File: src/rtl/bchc_pkg.sv
// Shared types and constants for the button click/hold classifier.
// No dependencies; used by the top level, its port checker and the testbench.
package bchc_pkg;

  localparam int unsigned Buttons = 4;   // buttons served, at most 4 (2-bit index)
  localparam int unsigned TimeW   = 32;  // millisecond timestamp width
  localparam int unsigned CfgW    = 16;  // width of every config register

  typedef logic [TimeW-1:0] time_ms_t;
  typedef logic [CfgW-1:0]  cfg_ms_t;
  typedef logic [1:0]       btn_idx_t;

  // Per-button click progress; numbering is part of the event encoding.
  typedef enum logic [2:0] {
    PhIdle       = 3'd0,
    PhFirstPress = 3'd1,
    PhFirstRel   = 3'd2,
    PhSecPress   = 3'd3,
    PhSecRel     = 3'd4,
    PhThirdPress = 3'd5,
    PhThirdRel   = 3'd6,
    PhHeld       = 3'd7
  } phase_e;

  typedef enum logic [2:0] {
    EvSingle    = 3'd0,
    EvDouble    = 3'd1,
    EvTriple    = 3'd2,
    EvHoldStart = 3'd3,
    EvLongHold  = 3'd4
  } event_e;

  typedef enum logic [1:0] {
    CfgDebounce = 2'd0,
    CfgClickGap = 2'd1,
    CfgHold     = 2'd2,
    CfgLongHold = 2'd3
  } cfg_idx_e;

  typedef enum logic {
    FuncEdge = 1'b0,
    FuncPoll = 1'b1
  } func_e;

endpackage

File: src/rtl/button_click_hold_classifier.sv
// Top level of the button click/hold classifier: input register, per-button
// state, classify/update logic and output register. Depends on bchc_pkg.
//
//  channel | direction | handshake              | payload
//  --------+-----------+------------------------+------------------------------
//  in      | sink      | in_valid_i / in_stall_o| func_i button_i level_i now_ms_i
//  out     | source    | out_valid_o/out_stall_i| button_out_o event_res_o elapsed_ms_o
//  cfg     | sink      | cfg_we_i (no wait)     | cfg_idx_i cfg_data_i
//
// Each word passes the input register, then the compare/update logic into the
// output register. A new word is accepted every cycle while the output is not
// stalled; the per-button state is read and written in the same stage, so
// back-to-back words on one button see each other.
// Reset (async, active low) clears phases to idle, timestamps to zero and the
// config registers to 50/300/500/3000 ms.
// A stalled result blocks only the stage behind it once that stage is full;
// edge words and polls without an event still need that stage to drain.
module button_click_hold_classifier (
  input  logic                clk_i,
  input  logic                rst_ni,
  // input words
  input  logic                in_valid_i,
  output logic                in_stall_o,
  input  logic                func_i,
  input  bchc_pkg::btn_idx_t  button_i,
  input  logic                level_i,
  input  bchc_pkg::time_ms_t  now_ms_i,
  // result words
  output logic                out_valid_o,
  input  logic                out_stall_i,
  output bchc_pkg::btn_idx_t  button_out_o,
  output logic [2:0]          event_res_o,
  output bchc_pkg::time_ms_t  elapsed_ms_o,
  // configuration writes
  input  logic                cfg_we_i,
  input  logic [1:0]          cfg_idx_i,
  input  bchc_pkg::cfg_ms_t   cfg_data_i
);
  import bchc_pkg::*;

  // config registers
  cfg_ms_t debounce_q, click_gap_q, hold_q, long_hold_q;

  // input register
  logic     in_vld_q;
  logic     func_q;
  btn_idx_t btn_q;
  logic     level_q;
  time_ms_t now_q;

  // per-button state
  phase_e   phase_q [Buttons];
  time_ms_t last_q  [Buttons];

  // output register
  logic     out_vld_q, out_vld_d;
  btn_idx_t out_btn_q;
  event_e   out_ev_q, ev_d;
  time_ms_t out_elapsed_q;

  logic     advance;      // compute stage hands its word on this cycle
  logic     in_range;
  phase_e   ph_cur, ph_d;
  time_ms_t elapsed;
  logic     fire;
  logic     upd_phase, upd_time;

  // strict "elapsed > cfg" with a 16-bit threshold
  function automatic logic over(input time_ms_t el, input cfg_ms_t lim);
    over = (el[TimeW-1:CfgW] != '0) || (el[CfgW-1:0] > lim);
  endfunction

  assign advance    = in_vld_q && (!out_vld_q || !out_stall_i);
  assign in_stall_o = in_vld_q && !advance;

  // config
  always_ff @(posedge clk_i or negedge rst_ni) begin
    if (!rst_ni) begin
      debounce_q  <= CfgW'(50);
      click_gap_q <= CfgW'(300);
      hold_q      <= CfgW'(500);
      long_hold_q <= CfgW'(3000);
    end else if (cfg_we_i) begin
      unique case (cfg_idx_e'(cfg_idx_i))
        CfgDebounce: debounce_q  <= cfg_data_i;
        CfgClickGap: click_gap_q <= cfg_data_i;
        CfgHold:     hold_q      <= cfg_data_i;
        CfgLongHold: long_hold_q <= cfg_data_i;
        default:     ;
      endcase
    end
  end

  // input register
  always_ff @(posedge clk_i or negedge rst_ni) begin
    if (!rst_ni) begin
      in_vld_q <= 1'b0;
    end else if (!in_stall_o) begin
      in_vld_q <= in_valid_i;
    end
  end

  always_ff @(posedge clk_i) begin
    if (in_valid_i && !in_stall_o) begin
      func_q  <= func_i;
      btn_q   <= button_i;
      level_q <= level_i;
      now_q   <= now_ms_i;
    end
  end

  // classify / update
  assign in_range = 32'(btn_q) < Buttons;
  assign ph_cur   = phase_q[btn_q];
  assign elapsed  = now_q - last_q[btn_q];

  always_comb begin
    ph_d      = ph_cur;
    ev_d      = EvSingle;
    fire      = 1'b0;
    upd_time  = 1'b0;
    upd_phase = 1'b0;
    if (in_range) begin
      unique case (func_e'(func_q))
        FuncEdge: begin
          upd_time  = 1'b1;
          upd_phase = 1'b1;
          if (over(elapsed, debounce_q)) begin
            // even phase waits for a press (level 0), odd for a release
            priority if (ph_cur < PhThirdRel && ph_cur[0] == level_q) begin
              ph_d = phase_e'(ph_cur + 3'd1);
            end else if (level_q && ph_cur == PhHeld) begin
              ph_d = PhIdle;
            end else begin
              ph_d = ph_cur;
            end
          end
        end
        FuncPoll: begin
          unique case (ph_cur)
            PhFirstRel, PhSecRel, PhThirdRel: begin
              if (over(elapsed, click_gap_q)) begin
                fire      = 1'b1;
                upd_phase = 1'b1;
                ph_d      = PhIdle;
                // phase 2/4/6 -> single/double/triple
                ev_d      = event_e'(3'(ph_cur[2:1] - 2'd1));
              end
            end
            PhFirstPress: begin
              if (over(elapsed, hold_q)) begin
                fire      = 1'b1;
                upd_phase = 1'b1;
                ph_d      = PhHeld;
                ev_d      = EvHoldStart;
              end
            end
            PhHeld: begin
              if (over(elapsed, long_hold_q)) begin
                fire      = 1'b1;
                upd_phase = 1'b1;
                ph_d      = PhIdle;
                ev_d      = EvLongHold;
              end
            end
            default: ;  // idle, second and third press have no timeout
          endcase
        end
        default: ;
      endcase
    end
  end

  always_ff @(posedge clk_i or negedge rst_ni) begin
    if (!rst_ni) begin
      phase_q <= '{default: PhIdle};
      last_q  <= '{default: '0};
    end else if (advance) begin
      if (upd_phase) phase_q[btn_q] <= ph_d;
      if (upd_time)  last_q[btn_q]  <= now_q;
    end
  end

  // output register
  always_comb begin
    out_vld_d = out_vld_q && out_stall_i;
    if (advance) out_vld_d = fire;
  end

  always_ff @(posedge clk_i or negedge rst_ni) begin
    if (!rst_ni) begin
      out_vld_q <= 1'b0;
    end else begin
      out_vld_q <= out_vld_d;
    end
  end

  always_ff @(posedge clk_i) begin
    if (advance && fire) begin
      out_btn_q     <= btn_q;
      out_ev_q      <= ev_d;
      out_elapsed_q <= elapsed;
    end
  end

  assign out_valid_o  = out_vld_q;
  assign button_out_o = out_btn_q;
  assign event_res_o  = out_ev_q;
  assign elapsed_ms_o = out_elapsed_q;

endmodule

File: config.mk
export PLATFORM = sky130hd
export DESIGN_NAME = button_click_hold_classifier
export DESIGN_NICKNAME = d
export VERILOG_FILES = /design/src/rtl/bchc_pkg.sv /design/src/rtl/button_click_hold_classifier.sv
export SDC_FILE = /design/constraint.sdc
export NUM_CORES = 1
export LEC_CHECK = 0
export BUFFER_PORTS_ARGS = -buffer_cell sky130_fd_sc_hd__buf_4
export CAP_MARGIN = 20
export CORE_MARGIN = 2
export CORE_UTILIZATION = 30
export CTS_CLUSTER_SIZE = 8
export DETAILED_ROUTE_END_ITERATION = 6
export PLACE_DENSITY = 0.5
export SLEW_MARGIN = 15
export SYNTH_ARGS = -nofsm -noshare
export SYNTH_HDL_FRONTEND = slang
export SYNTH_SLANG_ARGS = --single-unit
File: constraint.sdc
create_clock -name clk_i -period 8.55 [get_ports clk_i]
set_input_delay 0.855 -clock clk_i [delete_from_list [all_inputs] [get_ports clk_i]]
set_output_delay 0.855 -clock clk_i [all_outputs]
set_load 0.01 [all_outputs]
==> reports/results.txt, run 1 <==
Hold Path Class = in -> async
post-CTS sizing = 0
synthesized area per cell = 12.32 um^2
Iteration-0 DRC Markers = 439
io pins = 98
RR Endpoint = elapsed_ms_o[7]
fmax = 150.3 MHz
post-CTS repair timing setup buffer count = 0
GR Util All Layers = 15.09%
vias in the first global route = 10420
Distinct cells, synth = 76
status = finished, final reports clean
Req. time, crit path = 8820 ps
Die W = 226.8 um
final hold vios = 0
Syn Nets = 1371
yosys warns = 0
clock power share = 21.5%
Static Leak = 7.478 nW
CP arrival = 6920 ps
Sink Count = 279
core area = 0.04895 mm^2
Clock Skew = 27.41 ps
Slowest Stage Delay on Critical Path = 770 ps
Combinational Power Share = 48.5%
Final period util = 77.80%
Std-Cell Rows = 81
critical path class = reg -> reg
DRT Wirelength = 37.61 mm
initial antenna violation count = 0
Psw = 2.811 mW
worst r2r path cells = 20
area post-placement = 0.01643 mm^2
share of layout cells above drive strength 1 = 30.92%
Sw Ratio = 39.52%
r2r setup slk = 1900 ps
area leader, netlist = dfrtp_1
Worst path slowest cell = a21oi_4
CTS tree = yes
Setup Viol. Count Final = 0
Synth top cells by count = dfrtp_1 (186), mux2_2 (177), inv_1 (107)
Syn Inst Count = 1209
Slew headroom = 32.01%
worst slew pin tran = 1020 ps
Routability Congestion = 0.8679
htree depth = 2
Die Ht = 226.8 um
Crit Path Max Fanout = 37
top cell type's share of synthesized area = 31.24%
Max Transition Viols Final = 0
Area Overhead vs Synth = 18.94%
worst-case clock buffer depth = 3
post-route insts no fill = 2020
CP endpoint kind = flop
register area share after synthesis = 49.48%
CTS Hold Buffers Added = 0
Worst R2R Start = btn_q[0]
Vias = 9824
#FFs+latches synth = 279
VDD IR-drop max = 157.8 uV
critical path cell sequence = buf_4 -> mux4_2 -> inv_1 -> ha_1 -> a21oi_1 -> o21ai_0 -> or2_2 -> o21ai_0 -> xnor2_1 -> ha_1 -> and4_1 -> nand2_1 -> nor3_1 -> a221o_1 -> o41ai_1 -> and3_1 -> a41oi_1 -> a21oi_2 -> a21oi_4 -> buf_4
number of port buffers = 97
top_reg_cell synth = dfrtp_1
fin crit period = 6652 ps
Nets = 1489
CTS Buf Count = 41
die area = 0.05146 mm^2
Pre-antenna DRT Iters = 4
Clk pin slew, worst setup/hold paths = 50 ps
vias per cell = 4.863
post-route ant nets = 0
Root Buffer = clkbuf_16
DRC viols = 0
Seq pwr share = 30.0%
top-count cell post-synth = dfrtp_1
Post-synth EDFFs = 73
pin count of the biggest net entering global routing = 81
Area contributors post-synth = dfrtp_1 (31%), edfxtp_1 (15%), mux2_2 (13%)
wire length per cell = 18.62 um
global route overflow = 0
FFs w/ async S/R, synth = 73.84%
PwrDens = 401.5 mW/mm^2
Startpoint Class = flop
DPL Wire Length = 27.03 mm
first-pass GRT wire length = 59.48 mm
fillers = 4793
Design Area, Final = 0.01772 mm^2
Internal Power = 4.303 mW
Fin Setup TNS = 0 ps
dpl cells = 1944
worst skew pair latency = 570 ps
max cap viols = 0
synthesized cell area = 0.01490 mm^2
Starting Density = 30.43%
RSZ-0062 raised after global routing = no
-- flip-flops by register name, summed over array words and instances (netlist names) --
register	count
btn_q	2
button_out_o	2
click_gap_q	16
debounce_q	16
elapsed_ms_o	32
event_res_o	3
func_q	1
hold_q	16
in_vld_q	1
last_q	128
level_q	1
long_hold_q	16
now_q	32
out_valid_o	1
phase_q	12
-- cells by family (layout without fill, tap and decap cells) --
kind of cell,count (synthesis),after routing,share of synthesized area (%)
flops,279,279,49.48
xor+xnor,20,20,1.176
mux,225,225,19.64
other cells,0,1,0
simple gates,229,229,7.853
compound gates,209,209,9.465
fa+ha+maj,103,103,8.701
buf+inv,144,290,3.679
-- worst max-delay path, delay by kind of cell, from the launching register on --
kind / cells / cell delay, ps
multiplexers: 1 / 590
buffers and inverters: 3 / 1100
AND/OR/NAND/NOR: 5 / 1020
AO/OA/AOI/OAI: 8 / 2070
XOR/XNOR: 1 / 240
adder cells (fa/ha/maj): 2 / 660
flip-flops: 1 / 650
-- metal layers --
metal | GRT usage [%] | vias up | share of wire [%]
met5 | 0 | - | 0
met4 | 4.839 | 0 | 2.4
met3 | 2.812 | 56 | 3.7
met2 | 24.90 | 166 | 48
met1 | 19.97 | 4903 | 46
li1 | - | 4699 | -
-- power groups by stage --
| stage | registers [mW] | clock network (mW) | logic [mW] |
|---|---|---|---|
| finish | 2.14 | 1.53 | 3.45 |
| global route | 2.20 | 1.64 | 3.87 |
| CTS | 2.14 | 1.59 | 3.46 |
| detailed placement | 2.16 | 0 | 3.43 |
| global placement | 2.15 | 0 | 3.39 |
| floorplan | 2.09 | 0 | 2.46 |
-- how the worst max path moves through the flow --
stage	to	from	slack [ps]	depth (start not counted)
2_1_floorplan	button_out_o[0]	btn_q[0]	1050	21
3_3_place_gp	elapsed_ms_o[0]	btn_q[0]	1980	20
3_5_place_dp	elapsed_ms_o[0]	btn_q[0]	1790	20
4_1_cts	elapsed_ms_o[7]	btn_q[0]	1760	20
5_1_grt	elapsed_ms_o[7]	btn_q[0]	1260	20
6_report	elapsed_ms_o[7]	btn_q[0]	1900	20
-- cells in the final DEF (no fill, tap or decap), types with 18 or more instances in the layout --
master / count
buf_4: 107
nor2_1: 46
a21o_1: 18
a21oi_1: 57
ha_1: 102
mux2_2: 177
clkbuf_16: 41
edfxtp_1: 73
inv_1: 107
nand4_1: 18
o21ai_0: 41
clkbuf_1: 25
dfstp_2: 20
dfrtp_1: 186
nand3_1: 24
mux4_2: 35
nand2_1: 66
-- metrics by stage --
stage                     setup WS (ps)  power, mW  hold WS (ps)  utilization (%)
after global placement             1982      5.535         462.8            33.57
final                              1898      7.114         306.7            36.20
after detailed placement           1785      5.593         470.7            33.57
after CTS                          1762      7.189         324.7            36.05
after floorplan                    1054      4.552         424.4                -
after global routing               1256      7.706         371.5            36.19
-- final cells by class --
type	instances	area (um^2)	area share, %
Inverter	107	401.6	2.267
Tap cell	664	830.8	4.689
Sequential cell	279	7372	41.60
Clock inverter	3	66.31	0.3742
Timing Repair Buffer	112	885.9	4.999
Clock buffer	68	1147	6.475
Multi-Input combinational cell	786	7013	39.58
Antenna cell	1	2.502	0.01412
No activity file was read; power rests on OpenSTA's default activity.
==> run 2, diff against run 1 <==
--- a/config.mk
+++ b/config.mk
@@ -11,7 +11,7 @@
 export CORE_UTILIZATION = 30
 export CTS_CLUSTER_SIZE = 8
 export DETAILED_ROUTE_END_ITERATION = 6
-export PLACE_DENSITY = 0.5
+export PLACE_DENSITY = 0.52
 export SLEW_MARGIN = 15
 export SYNTH_ARGS = -nofsm -noshare
 export SYNTH_HDL_FRONTEND = slang
==> constraint.sdc (replaced) <==
create_clock -name clk_i -period 5.9 [get_ports clk_i]
set_input_delay 0.59 -clock clk_i [delete_from_list [all_inputs] [get_ports clk_i]]
set_output_delay 0.59 -clock clk_i [all_outputs]
set_load 0.01 [all_outputs]
==> reports/results.txt, run 2 (same netlist as run 1, synthesis figures left out) <==
status = finished, final reports clean
Die W = 226.8 um (unchanged)
commonest cells after routing, fill and taps aside = dfrtp_1 (186), mux2_2 (177), buf_4 (127), inv_1 (107), ha_1 (102)
first-pass GRT wire length = 59.73 mm (+0.42%)
Setup Viol. Count Final = 0 (unchanged)
fillers = 4778 (-0.31%)
pin count of the biggest net entering global routing = 111 (+37%)
worst r2r path cells = 21 (+5.0%)
vias per cell = 4.867 (about the same)
Std-Cell Rows = 81 (unchanged)
VDD IR-drop max = 198.5 uV (+26%)
PwrDens = 590.6 mW/mm^2 (+47%)
crit path launch = btn_q[0]
Design Area, Final = 0.01786 mm^2 (+0.80%)
antenna cells = 0 (-1)
largest register by flop count = last_q
critical path class = reg -> reg
Nets = 1507 (+1.2%)
Worst R2R Start = btn_q[0]
area post-placement = 0.01658 mm^2 (+0.90%)
Clk pin slew, worst setup/hold paths = 60 ps (about the same)
vias in the first global route = 10600 (+1.7%)
initial antenna violation count = 0 (unchanged)
Die Ht = 226.8 um (unchanged)
r2r setup slk = 300 ps (-1600 ps)
DPL Wire Length = 27.49 mm (+1.7%)
Static Leak = 7.574 nW (+1.3%)
Vias = 9900 (+0.77%)
final hold vios = 0 (unchanged)
Fin Setup TNS = 0 ps (unchanged)
CTS Buf Count = 41 (unchanged)
Slew headroom = 34.58% (+2.6 points)
post-route ant nets = 0 (unchanged)
commonest non-fill, non-tap cell in the layout = dfrtp_1
Pre-antenna DRT Iters = 6 (+2)
max reg flops = 128 (unchanged)
Max Transition Viols Final = 0 (unchanged)
Hold Path Class = in -> async
Final period util = 94.86% (+17 points)
die area = 0.05146 mm^2 (unchanged)
max cap viols = 0 (unchanged)
DRC viols = 0 (unchanged)
CP arrival = 6020 ps (-900 ps)
Iteration-0 DRC Markers = 450 (+2.5%)
RR Endpoint = phase_q[3]
crit path to = phase_q[3]
fin crit period = 5597 ps (-1055 ps)
Tot Pwr = 10.55 mW (+48%)
GR Util All Layers = 14.99% (-0.096 points)
Req. time, crit path = 6320 ps (-2500 ps)
share of layout cells above drive strength 1 = 32.19% (+1.3 points)
Sink Count = 279 (unchanged)
CTS Hold Buffers Added = 0 (unchanged)
worst skew pair latency = 550 ps (-20 ps)
Starting Density = 30.43% (unchanged)
Crit Path Max Fanout = 7 (-81%)
global route overflow = 0 (unchanged)
io pins = 98 (unchanged)
core area = 0.04895 mm^2 (unchanged)
Area Overhead vs Synth = 19.89%
fmax = 178.7 MHz (+19%)
number of port buffers = 97 (unchanged)
CP endpoint kind = flop
CTS tree = yes
Routability Congestion = 0.8671 (about the same)
Clock Skew = 16.42 ps (-10.99 ps)
Root Buffer = clkbuf_16
worst-case clock buffer depth = 3 (unchanged)
htree depth = 2 (unchanged)
Startpoint Class = flop
wire length per cell = 18.40 um (-1.2%)
RSZ-0062 raised after global routing = no
DRT Wirelength = 37.43 mm (-0.49%)
worst slew pin tran = 978.3 ps (-41.57 ps)
## run 2: timing repair
item,in CTS,in global routing
pin swaps,0,2
buffers inserted,0,4
resized for setup,1,4
setup endpoints to repair,22,50
## run 2: how the worst min path moves through the flow
| stage | to |
|---|---|
| after detailed placement | phase_q[1] |
| after floorplan | click_gap_q[0] |
| after CTS | debounce_q[6] |
| after global placement | phase_q[6] |
| final | debounce_q[7] |
| after global routing | debounce_q[7] |
## run 2: critical path, cell delays in order (launching register included)
cell       delay, ps
edfxtp_1         370
buf_12           130
mux4_2           490
ha_1             220
fa_1             400
and2b_1          250
o2111ai_2        190
a21oi_1          190
nor2b_1           70
xnor2_1          640
ha_1             230
and4_1           170
nand2_1           70
nor3_1           190
a221o_1          160
o41ai_1          130
a22o_1           270
and3_1           170
and4_1           230
o311ai_1         240
o2111ai_1        260
mux2_1           360
## run 2: layer usage
layer | track usage [%] | routed length (um) | vias up
met2 | 24.93 | 17690 | 167
li1 | - | - | 4723
met4 | 5.475 | 1081 | 0
met5 | 0 | 0 | -
met1 | 19.56 | 17250 | 4943
met3 | 2.579 | 1406 | 67
## run 2: final cells by class
cell class,count,area (um^2),area share (%)
flip-flops and latches,279,7372,41.27
inverters,107,401.6,2.249
clock buffers,66,1184,6.627
repair buffers,130,1007,5.639
clock inverters,2,13.76,0.07706
multi-input cells,786,7052,39.48
well taps,664,830.8,4.651
## run 2: through the flow
stage	hold WS (ps)	instances	utilization (%)	setup WS, ps
after floorplan	294.4	1209	-	102.6
after global placement	466.8	1962	33.88	161.5
after detailed placement	475.0	1962	33.88	1.699
after CTS	175.2	2030	36.34	2.545
after global routing	193.8	2034	36.49	9.898
final	119.2	2034	36.49	303.3
## run 2: report_power, final
group / total (mW) / leakage, nW / switching [mW] / internal, mW
sequential: 3.09 / 3.11 / 0.327 / 2.77
clock: 2.21 / 0.577 / 0.851 / 1.36
combinational: 5.25 / 3.89 / 2.93 / 2.31
==> run 3, diff against run 2 <==
--- a/config.mk
+++ b/config.mk
@@ -5,6 +5,7 @@
 export SDC_FILE = /design/constraint.sdc
 export NUM_CORES = 1
 export LEC_CHECK = 0
+export ABC_AREA = 1
 export BUFFER_PORTS_ARGS = -buffer_cell sky130_fd_sc_hd__buf_4
 export CAP_MARGIN = 20
 export CORE_MARGIN = 2
==> reports/results.txt, run 3 <==
Die Ht = 228.7 um (+0.81%)
Distinct cells, synth = 43 (-43%)
crit path to = elapsed_ms_o[5]
largest register by flop count = last_q
crit path launch = btn_q[1]
DRT Wirelength = 42.71 mm (+14%)
GR Util All Layers = 16.75% (+1.8 points)
fmax = 188.3 MHz (+5.4%)
Die W = 228.7 um (+0.81%)
worst skew pair latency = 560 ps (about the same)
global route overflow = 0 (unchanged)
synthesized area per cell = 8.674 um^2 (-30%)
final hold vios = 0 (unchanged)
Max Transition Viols Final = 0 (unchanged)
initial antenna violation count = 0 (unchanged)
top_reg_cell synth = dfrtp_1
worst r2r path cells = 25 (+19%)
fillers = 5193 (+8.7%)
vias per cell = 4.639 (-4.7%)
most used routing layer = met2
fin crit period = 5311 ps (-286.2 ps)
Starting Density = 30.31% (-0.12 points)
CTS Hold Buffers Added = 0 (unchanged)
Synth top cells by count = nand2_1 (485), inv_1 (306), dfrtp_1 (186)
multiplexer share of the synthesized area = 4.610% (-15 points)
Startpoint Class = flop
Clk pin slew, worst setup/hold paths = 50 ps (about the same)
post-route ant nets = 0 (unchanged)
DPL Wire Length = 31.81 mm (+16%)
GRT met2 Usage = 28.52% (+3.6 points)
top cell type's share of synthesized area = 30.73% (-0.51 points)
Clock Skew = 14.98 ps (-1.435 ps)
sequential cell area = 0.007372 mm^2 (unchanged)
htree depth = 2 (unchanged)
Root Buffer = clkbuf_16
Setup Viol. Count Final = 0 (unchanged)
Routability Congestion = 0.8765 (+1.1%)
critical path class = reg -> reg
met3 usage = 2.944% (+0.37 points)
Pre-antenna DRT Iters = 5 (-1)
commonest cells after routing, fill and taps aside = nand2_1 (485), inv_1 (305), dfrtp_1 (186), o21ai_0 (140), buf_4 (123)
commonest non-fill, non-tap cell in the layout = nand2_1
Worst R2R Start = btn_q[1]
CP endpoint kind = flop
#FFs+latches synth = 279 (unchanged)
post-synthesis adder-cell area fraction = 8.559% (-0.14 points)
FFs w/ async S/R, synth = 73.84% (unchanged)
largest family of logic cells by synthesized area = simple AND/OR/NAND/NOR gates
XOR/XNOR Fraction of Synth Area = 0.8096% (-0.37 points)
area of the multi-input gates = 0.006465 mm^2 (-8.3%)
yosys warns = 0 (unchanged)
pin count of the biggest net entering global routing = 111 (unchanged)
vias in the first global route = 12480 (+18%)
Area Overhead vs Synth = 19.11%
Iteration-0 DRC Markers = 756 (+68%)
CTS tree = yes
final worst slack = 589.5 ps (+286.2 ps)
Static Leak = 8.705 nW (+15%)
Req. time, crit path = 6150 ps (-170 ps)
post-CTS sizing = 0 (-1)
io pins = 98 (unchanged)
Syn Inst Count = 1746 (+44%)
r2r setup slk = 590 ps (+290 ps)
Post-synth EDFFs = 73 (unchanged)
PwrDens = 494.0 mW/mm^2 (-16%)
RSZ-0062 raised after global routing = no
worst slew pin tran = 883.1 ps (-95.18 ps)
Syn Nets = 1908 (+39%)
max cap viols = 0 (unchanged)
register area share after synthesis = 48.68% (-0.81 points)
first-pass GRT wire length = 69.06 mm (+16%)
CTS Buf Count = 41 (unchanged)
DRC viols = 0 (unchanged)
Sink Count = 279 (unchanged)
post-CTS repair timing setup buffer count = 0 (unchanged)
Simple-Gate Fraction of Synth Area = 17.90% (+10 points)
top-count cell post-synth = nand2_1
max reg flops = 128 (unchanged)
VDD IR-drop max = 223.9 uV (+13%)
area leader, netlist = dfrtp_1
Fin Setup TNS = 0 ps (unchanged)
DP Worst Slack = 568.0 ps (+566.3 ps)
CP arrival = 5560 ps (-460 ps)
worst-case clock buffer depth = 3 (unchanged)
wire length per cell = 16.59 um (-9.8%)
Area contributors post-synth = dfrtp_1 (31%), edfxtp_1 (14%), nand2_1 (12%)
share of layout cells above drive strength 1 = 15.09% (-17 points)
status = finished, final reports clean
RR Endpoint = elapsed_ms_o[5]
met1 Usage GRT = 22.06% (+2.5 points)
die area = 0.05229 mm^2 (+1.6%)
Final period util = 90.01% (-4.9 points)
number of port buffers = 97 (unchanged)
Vias = 11940 (+21%)
core area = 0.04997 mm^2 (+2.1%)
antenna cells = 0 (unchanged)
Nets = 2035 (+35%)
Compound-Gate Fraction of Synth Area = 10.64% (+1.2 points)
Crit Path Max Fanout = 27 (+20)
Hold Path Class = in -> async
synthesized cell area = 0.01514 mm^2 (+1.7%)
Slew headroom = 41.12% (+6.5 points)
Std-Cell Rows = 82 (+1.2%)
run 3: kinds of logic (layout without fill, tap and decap cells):
group,Yosys count,after routing
xor gates and xnor gates,14,14
muxes,62,62
DFF,279,279
adders and majority gates,103,103
buffers and inverters,352,508
and+or+nand+nor,659,659
AOI/OAI and AO/OA,277,277
run 3: layout make-up:
type | instances | share of cell area, %
flip-flops and latches | 279 | 40.87
repair buffers | 126 | 5.417
clock inverters | 1 | 0.04855
multi-input cells | 1115 | 35.84
inverters | 310 | 6.451
well taps | 672 | 4.661
clock buffers | 71 | 6.714
run 3: worst min-delay path by stage:
stage,startpoint,to,slack (ps),depth (start not counted)
detailed placement,phase_q[4],phase_q[4],470,2
global placement,phase_q[7],phase_q[7],470,2
finish,rst_ni,click_gap_q[4],80,1
floorplan,rst_ni,click_gap_q[0],290,0
CTS,rst_ni,click_gap_q[4],140,1
global route,rst_ni,click_gap_q[4],140,1
run 3: per-layer routing:
| metal | share of wire (%) | wire (um) |
|---|---|---|
| met5 | 0 | 0 |
| met3 | 4.1 | 1739 |
| met1 | 46 | 19800 |
| met4 | 2.0 | 870 |
| met2 | 48 | 20300 |
run 3: stage by stage:
stage                     power, mW  util, %  hold slack [ps]  std cells  area, um^2
after global routing          9.724    36.10            140.5       2574       18040
after detailed placement      6.713    33.66            469.0       2502       16820
after global placement        6.641    33.66            465.5       2502       16820
final                         8.912    36.10            83.88       2574       18040
after CTS                     9.018    36.10            140.7       2574       18040
after floorplan               5.454        -            294.4       1746       15140
run 3: where the power goes:
group / internal, mW / switching, mW
combinational: 1.43 / 2.36
clock: 1.38 / 0.864
sequential: 2.62 / 0.253
run 3: critical path: stages (launching register included):
cell and delay, ps:
edfxtp_1 470, nand2_2 290, buf_4 290, o221ai_1 140, ha_1 250, fa_1 410, inv_1 130, nand3_1 110
nand3_1 190, nand3_1 100, nand3_1 200, xor2_1 640, ha_1 270, a21oi_1 70, o21ai_0 240, nor2_1 110
nand2_1 70, nand2_1 100, nand3_1 100, nand2_1 120, nand3_1 100, nand3_1 70, inv_1 100, nand2_1 60
inv_1 140, buf_12 230
